### config.mk
export PLATFORM = sky130hd
export DESIGN_NAME = shell_argument_splitter
export DESIGN_NICKNAME = d
export VERILOG_FILES = /design/src/hdl/sas_pkg.sv /design/src/hdl/sas_decode.sv /design/src/hdl/sas_out_queue.sv /design/src/hdl/shell_argument_splitter.sv
export SDC_FILE = /design/constraint.sdc
export NUM_CORES = 1
export LEC_CHECK = 0
export BUFFER_PORTS_ARGS = -buffer_cell sky130_fd_sc_hd__clkbuf_2
export CORE_UTILIZATION = 36
export DETAILED_ROUTE_END_ITERATION = 10
export HOLD_SLACK_MARGIN = 0.02
export SYNTH_ARGS = -nofsm -noshare
export SYNTH_HDL_FRONTEND = slang
export SYNTH_SLANG_ARGS = --single-unit
### constraint.sdc
create_clock -name clk -period 9.7 [get_ports clk]
set_input_delay 1.94 -clock clk [delete_from_list [all_inputs] [get_ports clk]]
set_output_delay 1.94 -clock clk [all_outputs]
set_load 0.05 [all_outputs]
### src/hdl/sas_pkg.sv
// Package for the shell argument splitter: transaction payload types, the
// splitter mode encoding and the byte constants that the decoder compares against.
// No dependencies.
package sas_pkg;

	localparam int MAX_RESULTS = 3;

	typedef struct packed {
		logic [7:0] in_byte;
		logic       end_of_string;
	} in_item_t;

	typedef struct packed {
		logic [7:0] out_char;
		logic       token_done;
		logic       last_of_run;
	} out_item_t;

	// All results caused by one input byte, in output order.
	typedef struct packed {
		logic [1:0]                  count;
		out_item_t [MAX_RESULTS-1:0] item;
	} bundle_t;

	typedef enum logic [2:0] {
		MODE_IDLE  = 3'd0,
		MODE_PLAIN = 3'd1,
		MODE_SQ    = 3'd2,
		MODE_DQ    = 3'd3,
		MODE_DQ_BS = 3'd4,
		MODE_BS    = 3'd5
	} mode_t;

	localparam logic [7:0] CH_SPACE  = 8'h20;
	localparam logic [7:0] CH_TAB    = 8'h09;
	localparam logic [7:0] CH_LF     = 8'h0a;
	localparam logic [7:0] CH_CR     = 8'h0d;
	localparam logic [7:0] CH_VT     = 8'h0b;
	localparam logic [7:0] CH_FF     = 8'h0c;
	localparam logic [7:0] CH_SQUOTE = 8'h27;
	localparam logic [7:0] CH_DQUOTE = 8'h22;
	localparam logic [7:0] CH_BSLASH = 8'h5c;

	function automatic logic is_space(input logic [7:0] c);
		return c == CH_SPACE || c == CH_TAB || c == CH_LF ||
			c == CH_CR || c == CH_VT || c == CH_FF;
	endfunction

endpackage

### src/hdl/sas_decode.sv
// Combinational decoder of the shell argument splitter: one byte and the current
// mode give the results of that byte and the next mode. Depends on sas_pkg.
module sas_decode (
	input  sas_pkg::mode_t    mode,
	input  sas_pkg::in_item_t item,
	output sas_pkg::bundle_t  bundle,
	output sas_pkg::mode_t    next_mode
);
	import sas_pkg::*;

	always_comb begin
		logic [1:0] cnt;
		mode_t      m;
		logic [7:0] c;
		logic       last;

		c      = item.in_byte;
		last   = item.end_of_string;
		cnt    = 2'd0;
		m      = mode;
		bundle = '0;

		unique case (mode)
			MODE_SQ: begin
				if (c == CH_SQUOTE) begin
					m = MODE_PLAIN;
				end else begin
					bundle.item[cnt].out_char = c;
					cnt = cnt + 2'd1;
				end
			end
			MODE_DQ: begin
				if (c == CH_DQUOTE) begin
					m = MODE_PLAIN;
				end else if (c == CH_BSLASH && !last) begin
					m = MODE_DQ_BS;
				end else begin
					bundle.item[cnt].out_char = c;
					cnt = cnt + 2'd1;
				end
			end
			MODE_DQ_BS: begin
				// Only a double quote or a backslash is escaped; otherwise the
				// backslash is kept ahead of the byte.
				if (c != CH_DQUOTE && c != CH_BSLASH) begin
					bundle.item[cnt].out_char = CH_BSLASH;
					cnt = cnt + 2'd1;
				end
				bundle.item[cnt].out_char = c;
				cnt = cnt + 2'd1;
				m = MODE_DQ;
			end
			MODE_BS: begin
				bundle.item[cnt].out_char = c;
				cnt = cnt + 2'd1;
				m = MODE_PLAIN;
			end
			default: begin
				// Idle or plain; the unused codes behave as idle.
				if (is_space(c)) begin
					if (mode == MODE_PLAIN) begin
						bundle.item[cnt].token_done = 1'b1;
						cnt = cnt + 2'd1;
					end
					m = MODE_IDLE;
				end else if (c == CH_SQUOTE) begin
					m = MODE_SQ;
				end else if (c == CH_DQUOTE) begin
					m = MODE_DQ;
				end else if (c == CH_BSLASH && !last) begin
					m = MODE_BS;
				end else begin
					bundle.item[cnt].out_char = c;
					cnt = cnt + 2'd1;
					m = MODE_PLAIN;
				end
			end
		endcase

		// End of string closes any open token.
		if (last) begin
			if (m != MODE_IDLE) begin
				bundle.item[cnt].token_done = 1'b1;
				cnt = cnt + 2'd1;
			end
			m = MODE_IDLE;
		end

		if (cnt != 2'd0) begin
			bundle.item[cnt - 2'd1].last_of_run = 1'b1;
		end
		bundle.count = cnt;
		next_mode    = m;
	end

endmodule

### src/hdl/sas_out_queue.sv
// Result register of the shell argument splitter: holds the results of one byte
// and hands them out one transaction per cycle while out_ready is high. Depends on sas_pkg.
module sas_out_queue (
	input  logic                clk,
	input  logic                arst_n,
	input  logic                load,
	input  sas_pkg::bundle_t    bundle,
	output logic                free,
	output logic                out_valid,
	input  logic                out_ready,
	output sas_pkg::out_item_t  out_data
);
	import sas_pkg::*;

	logic       valid_s2;
	bundle_t    bundle_s2;
	logic [1:0] idx_q;
	logic       take_last;

	assign out_valid = valid_s2;
	assign out_data  = bundle_s2.item[idx_q];
	assign take_last = valid_s2 && out_ready && out_data.last_of_run;
	assign free      = !valid_s2 || take_last;

	always_ff @(posedge clk or negedge arst_n) begin
		if (!arst_n) begin
			valid_s2 <= 1'b0;
			idx_q    <= 2'd0;
		end else if (load) begin
			valid_s2 <= 1'b1;
			idx_q    <= 2'd0;
		end else if (take_last) begin
			valid_s2 <= 1'b0;
		end else if (valid_s2 && out_ready) begin
			idx_q <= idx_q + 2'd1;
		end
	end

	always_ff @(posedge clk) begin
		if (load) begin
			bundle_s2 <= bundle;
		end
	end

`ifndef SYNTHESIS
	a_no_empty_bundle: assert property (@(posedge clk) disable iff (!arst_n)
		valid_s2 |-> bundle_s2.count != 2'd0)
		else $error("result register holds an empty bundle");

	a_idx_in_range: assert property (@(posedge clk) disable iff (!arst_n)
		valid_s2 |-> idx_q < bundle_s2.count)
		else $error("result index ran past the bundle");

	a_load_when_free: assert property (@(posedge clk) disable iff (!arst_n)
		load |-> free)
		else $error("bundle loaded over results not yet delivered");

	a_done_has_no_char: assert property (@(posedge clk) disable iff (!arst_n)
		out_valid && out_data.token_done |-> out_data.out_char == 8'h00)
		else $error("token end carries a character");
`endif

endmodule

### src/hdl/shell_argument_splitter.sv
// Top level of the shell argument splitter: input register, mode register,
// decoder and result register. Depends on sas_pkg, sas_decode and sas_out_queue.
//
// Usage: the input channel (in_valid, in_ready, in_data) takes one byte of a
// command-line string per transaction, with end_of_string set on its final byte.
// The output channel (out_valid, out_ready, out_data) gives the tokens as runs of
// character transactions, each run closed by a transaction with token_done set.
// Each byte causes zero to three result transactions; last_of_run marks the
// final one caused by a byte.
//
// A byte accepted on the input channel is registered in the input register and
// decoded there; once the result register is free, its results are loaded into
// it and presented from there.
// Throughput: one byte per cycle while each byte gives at most one result and
// the receiver does not stall. The output port moves one result per cycle while
// out_ready is high, so a byte with two or three results keeps the result
// register busy while the next byte waits in the input register; bytes with no
// result pass without touching it.
//
// Reset clears all valid flags and puts the splitter between tokens. When the
// receiver stalls, the result register holds, the input register fills behind
// it and in_ready drops; nothing is lost or repeated.
module shell_argument_splitter (
	input  logic               clk,
	input  logic               arst_n,
	input  logic               in_valid,
	output logic               in_ready,
	input  sas_pkg::in_item_t  in_data,
	output logic               out_valid,
	input  logic               out_ready,
	output sas_pkg::out_item_t out_data
);
	import sas_pkg::*;

	logic     valid_s1;
	in_item_t item_s1;
	mode_t    mode_q;
	mode_t    next_mode;
	bundle_t  bundle;
	logic     q_free;
	logic     advance;
	logic     load;

	// The byte in the input register moves on when its results fit in the
	// result register, or at once when it has none.
	assign advance  = valid_s1 && (bundle.count == 2'd0 || q_free);
	assign load     = advance && bundle.count != 2'd0;
	assign in_ready = !valid_s1 || advance;

	always_ff @(posedge clk or negedge arst_n) begin
		if (!arst_n) begin
			valid_s1 <= 1'b0;
			mode_q   <= MODE_IDLE;
		end else begin
			if (in_ready) begin
				valid_s1 <= in_valid;
			end
			if (advance) begin
				mode_q <= next_mode;
			end
		end
	end

	always_ff @(posedge clk) begin
		if (in_valid && in_ready) begin
			item_s1 <= in_data;
		end
	end

	sas_decode u_decode (
		.mode      (mode_q),
		.item      (item_s1),
		.bundle    (bundle),
		.next_mode (next_mode)
	);

	sas_out_queue u_out_queue (
		.clk       (clk),
		.arst_n    (arst_n),
		.load      (load),
		.bundle    (bundle),
		.free      (q_free),
		.out_valid (out_valid),
		.out_ready (out_ready),
		.out_data  (out_data)
	);

`ifndef SYNTHESIS
	a_idle_after_string: assert property (@(posedge clk) disable iff (!arst_n)
		advance && item_s1.end_of_string |=> mode_q == MODE_IDLE)
		else $error("splitter not between tokens after end of string");

	a_mode_holds_on_stall: assert property (@(posedge clk) disable iff (!arst_n)
		valid_s1 && !advance |=> $stable(mode_q))
		else $error("mode changed while the byte was held");

	a_last_marked: assert property (@(posedge clk) disable iff (!arst_n)
		valid_s1 && bundle.count != 2'd0 |->
			bundle.item[bundle.count - 2'd1].last_of_run)
		else $error("final result of a byte is not marked");
`endif

endmodule

After elaboration in Yosys (flattened, before gate mapping)

Cells that the tools add are included.

Bits in latches: 0
RAM bits: 0
Word-level logic and storage cells: 123
Memories: 0
ROM bits: 0
Output and inout bits: 12
Register bits: 46

Bitwise operators: 0
Divide/modulo/power cells: 0
Shift-type cells: 0
Magnitude comparators: 7
Add/sub/neg operators: 4
Equality and inequality tests: 17
Mux-type cells: 52
$mul: 0
Reduce and logical (&&, ||, !) cells: 28

Operator list:

| cell                  | count |
|---|---|
| $bwmux W30            | 3 |
| $mux W30              | 3 |
| $demux W10 S2         | 3 |
| $mux W8               | 6 |
| $eq A8 B4 Y1 const B  | 5 |
| $pmux W8 S4           | 1 |
| $eq A8 B6 Y1 const B  | 3 |
| $mux W3               | 8 |
| $bmux W10 S2          | 1 |
| $mux W10              | 2 |
| $mux W2               | 10 |
| $mux W20              | 1 |
| $lt A2 B3 Y1 const B  | 4 |
| $pmux W3 S4           | 1 |
| $logic_and A1 B1 Y1   | 10 |
| $mux W1               | 10 |
| $eq A8 B7 Y1 const B  | 1 |
| $logic_or A1 B1 Y1    | 8 |
| $ne A8 B6 Y1 const B  | 1 |
| $ne A8 B7 Y1 const B  | 1 |
| $pmux W2 S4           | 1 |
| $mux W7               | 1 |
| $add A2 B1 Y2 const B | 3 |
| $eq A3 B2 Y1 const B  | 2 |
| 12 further kinds      | 19 |

Depth between registers and ports, before layout

Depth in word-level cells: 18
Depth in mapped cells: 11
Gate-level depth less buffers: 9

By module

A second synthesis with hierarchy kept.

Cells, all modules: 224
Area total of the unflattened synthesis: 2581.2 µm²

Modules (own cells, without submodules):

| module                  | area each (µm²) | seq. area each (µm²) | cells an instance | instances |
|---|---|---|---|---|
| sas_out_queue           | 1297.5          | 975.9                | 82                | 1 |
| sas_decode              | 832.0           | 0.0                  | 117               | 1 |
| shell_argument_splitter | 451.7           | 370.4                | 25                | 1 |

Worst setup path after synthesis

No wires, ideal clock.

Path type: reg-to-output
Start: reg item_s1[6] in the netlist's numbering
End: out in_ready
Setup slack: 4.837 ns
Buffers on the path: 2
Cell stages (with the launch flop): 11
Arrival: 2.923 ns
Path through: edfxtp_1 buf_6 nand2b_4 or4b_4 nor2b_1 a22o_1 and3_4 buf_6 ha_1 a311oi_2 nand2_1

Word-level cells in the longest chain between the ends: 15
Elaborated cells between the ends (all ways): 43
Classes of those cells: add/sub: 2; eq/ne: 11; mux: 18; reduce/logical: 12

Ends and longest elaborated chain:

| what                                                   | RTL line                      | text |
|---|---|---|
| start: declaration                                     | shell_argument_splitter.sv:36 | `in_item_t item_s1;` |
| start signal: assignment                               | shell_argument_splitter.sv:66 | `item_s1 <= in_data;` |
| branches (longest 10 deep; another with $add A2 B1 Y2) | n/a                           |  |
| $mux W2 (*)                                            | sas_decode.sv:81              | `if (last) begin` |
| $logic_not A2 Y1 (*)                                   | shell_argument_splitter.sv:46 | `assign advance = valid_s1 && (bundle.count == 2'd0 \|\| q_free);` |
| $logic_or A1 B1 Y1 (*)                                 | shell_argument_splitter.sv:46 |  |
| $logic_and A1 B1 Y1 (*)                                | shell_argument_splitter.sv:46 |  |
| $logic_or A1 B1 Y1 (*)                                 | shell_argument_splitter.sv:48 | `assign in_ready = !valid_s1 \|\| advance;` |
| end: declaration                                       | shell_argument_splitter.sv:27 | `output logic in_ready,` |

Every way passes the cells marked *. The select of a mux whose other input is x is not followed.

Final worst setup path

Start: reg item_s1[5] in the netlist's numbering
End: out in_ready

Same word-level chain as after synthesis.

==> out/metrics.csv <==
metric,value,unit
status,"finished, final reports clean",
GRT Overall Usage,0.1335,
post-synthesis sequential area ratio,0.5066,
worst hold path type,flop to flop,
post-synth top area share,0.4264,
hold_ws,0.6235,ns
RSZ-0062 raised after global routing,no,
Pwr Density,358.2,nW/um^2
hold_buf cts,0,
# nets final,239,
Rel. slew slack,0.3920,
post-layout min period,5.405,ns
total grt overflow,0,
Detailed Route WL,3849,um
share of post-route cells with drive strength above 1,0.1786,
routed vias,1514,
Setup crit end kind,primary output,
GP Congestion,0.8552,
WS Path Type,flop to primary output,
first-pass GRT wire length,6410,um
Post-CTS Resized,0,
CTS buffer count,5,
DRT iter0 DRCs,54,
area of the core,5675,um^2
Fin. Hold Viols,0,
"Design Area, Final",2409,um^2
"IR drop worst, VDD",0.1956,mV
Post-Synthesis Cells,206,
Synth area leader,edfxtp_1,
area post-placement,2323,um^2
"Slew Viols, Final",0,
"CTS clk-pin slew, worst paths",0.07,ns
Synth cell types,55,
initial cell density of the core,0.3847,
top post-synthesis cells by area,"edfxtp_1, dfrtp_1, mux2i_1",
Root Buffer,clkbuf_8,
Crit path top cell by count,a21oi_1,
clk_lat worst skew,0.29,ns
DRT Pass-1 Iters,4,
Ports,25,
"EDFF count, synth",31,
max-cap violation count,0,
pin count of the biggest net entering global routing,23,
Die X,79.88,um
Fill cells,532,
"flops & latches, synth",38,
"most common cell after layout, fill and taps aside",edfxtp_1,
area delta synth->final,10.32,%
CTS H-tree depth,2,
DRC violations left,0,
"Avg Cell Area, Syn",10.60,um^2
DR WL/cell,13.00,um
Sink Count,38,
CTS tree,done,
FMAX,185.0,MHz
Worst path slowest cell,o22ai_1,
Setup Total Neg Slack,0,ns
Vias/cell,5.115,
WP data required,7.76,ns
most frequent cells in the layout,"edfxtp_1, nor2_1, clkbuf_2, mux2i_1, inv_1",
Max clock buf depth,2,
Die ar.,6380,um^2
Leak,0.9372,nW
CP peak stage delay,0.69,ns
dpl hpwl,2901,um
"CP delay by family, top",compound AO/OA/AOI/OAI gates,
Pwr Total,0.8627,mW
post-CTS setup buffers,0,
Worst Setup Start Kind,flop,
Synth Cell Area,2183,um^2
Cell Rows,27,
final antenna-violating net count,0,
top_reg_cell synth,edfxtp_1,
crit-path cells,or3_1 > o41ai_2 > a21oi_1 > o22ai_1 > a21oi_1 > a311oi_2 > nand2_1 > clkbuf_2,
Clock Skew,0.004826,ns
YS warnings,0,
Critical Path AT,3.47,ns
# diodes,0,
Port Buffers,24,
Buf/Inv on CP,1,
period utilization,0.5572,
syn_nets,222,
die extent in y,79.88,um
Worst Max-Slew Pin Slew,0.9119,ns
Crit Path Max Fanout,11,
ys async rst share,0.1842,
final number of setup-violating endpoints,0,
number of global-route vias before repair,1346,
initial antenna violation count,0,
flip-flops by register name, summed over array words and instances, names as in the netlist:
register	cells
u_out_queue.bundle_s2	22
valid_s1	1
item_s1	9
u_out_queue.idx_q	2
u_out_queue.out_valid	1
mode_q	3
final cells by class:
cell class                      instances  area [um^2]  area share
Clock inverter                          3        16.27    0.006753
Timing Repair Buffer                   24        120.1     0.04987
Clock buffer                            5        68.82     0.02857
Sequential cell                        38         1106      0.4592
Tap cell                               72        90.09     0.03740
Inverter                               10        37.54     0.01558
Multi-Input combinational cell        144        969.7      0.4026
path summary, 6_finish.rpt:
| path | start | endpoint | slack, ns | depth (start not counted) |
|---|---|---|---|---|
| setup / recovery | item_s1[5] | in_ready | 4.29 | 8 |
| hold reg to reg | u_out_queue.out_valid | u_out_queue.idx_q[0] | 0.62 | 2 |
| max in group asynchronous | arst_n | u_out_queue.out_valid | 8.07 | 1 |
| min in group asynchronous | arst_n | u_out_queue.idx_q[1] | 1.47 | 1 |
| setup reg to reg | item_s1[5] | u_out_queue.bundle_s2[16] | 5.70 | 7 |
| hold / removal | u_out_queue.out_valid | u_out_queue.idx_q[0] | 0.62 | 2 |
cells by family after synthesis:
kind of cell / share of synthesized area
AND/OR/NAND/NOR: 0.2183
AO/OA/AOI/OAI: 0.1398
flip-flops: 0.5066
buffers and inverters: 0.04929
multiplexers: 0.06075
adder cells (fa/ha/maj): 0.01719
XOR/XNOR: 0.008024
metal layers:
layer  vias to the layer above  track usage  wire (um)
met2                        29       0.2103       1701
met5                         -            0          0
met1                       690       0.1713       1952
li1                        789            -          -
met3                         6      0.03200        124
met4                         0      0.06429         72
report_power, final:
group,internal (mW),switching [mW]
clock,0.0491,0.0546
combinational,0.125,0.290
sequential,0.276,0.0682
worst register-to-register path: stages (launching register included):
cell and delay [ns]:
edfxtp_1 0.47, or3_1 0.47, o41ai_2 0.49, a21oi_1 0.11, o22ai_1 0.69, a21oi_1 0.12
a311oi_2 0.47, and2_1 0.80
Yosys cell counts, drive strengths merged (2+ instances only):
master,count
buf,4
nand3,4
a21boi,4
a31oi,2
nor3b,2
dfrtp,7
mux2,2
nand2b,3
nand4,3
nor2,29
o211ai,3
nor4b,2
ha,3
nand4b,2
a21oi,7
mux2i,11
nand2,9
a211oi,2
nand3b,3
edfxtp,31
and3,2
inv,10
or4,2
and2,9
nor2b,4
or3,2
clkbuf,10
a22o,2
o21ai,8
o22ai,2
nor4,4
nor3,3
metrics by stage:
step,util,setup WS [ns],instances
finish,0.4244,4.295,296
global route,0.4244,3.979,296
CTS,0.4244,4.274,296
detailed placement,0.4094,4.599,288
global placement,0.4094,4.717,288
floorplan,-,4.837,206
(Power assumes the default switching activity.)
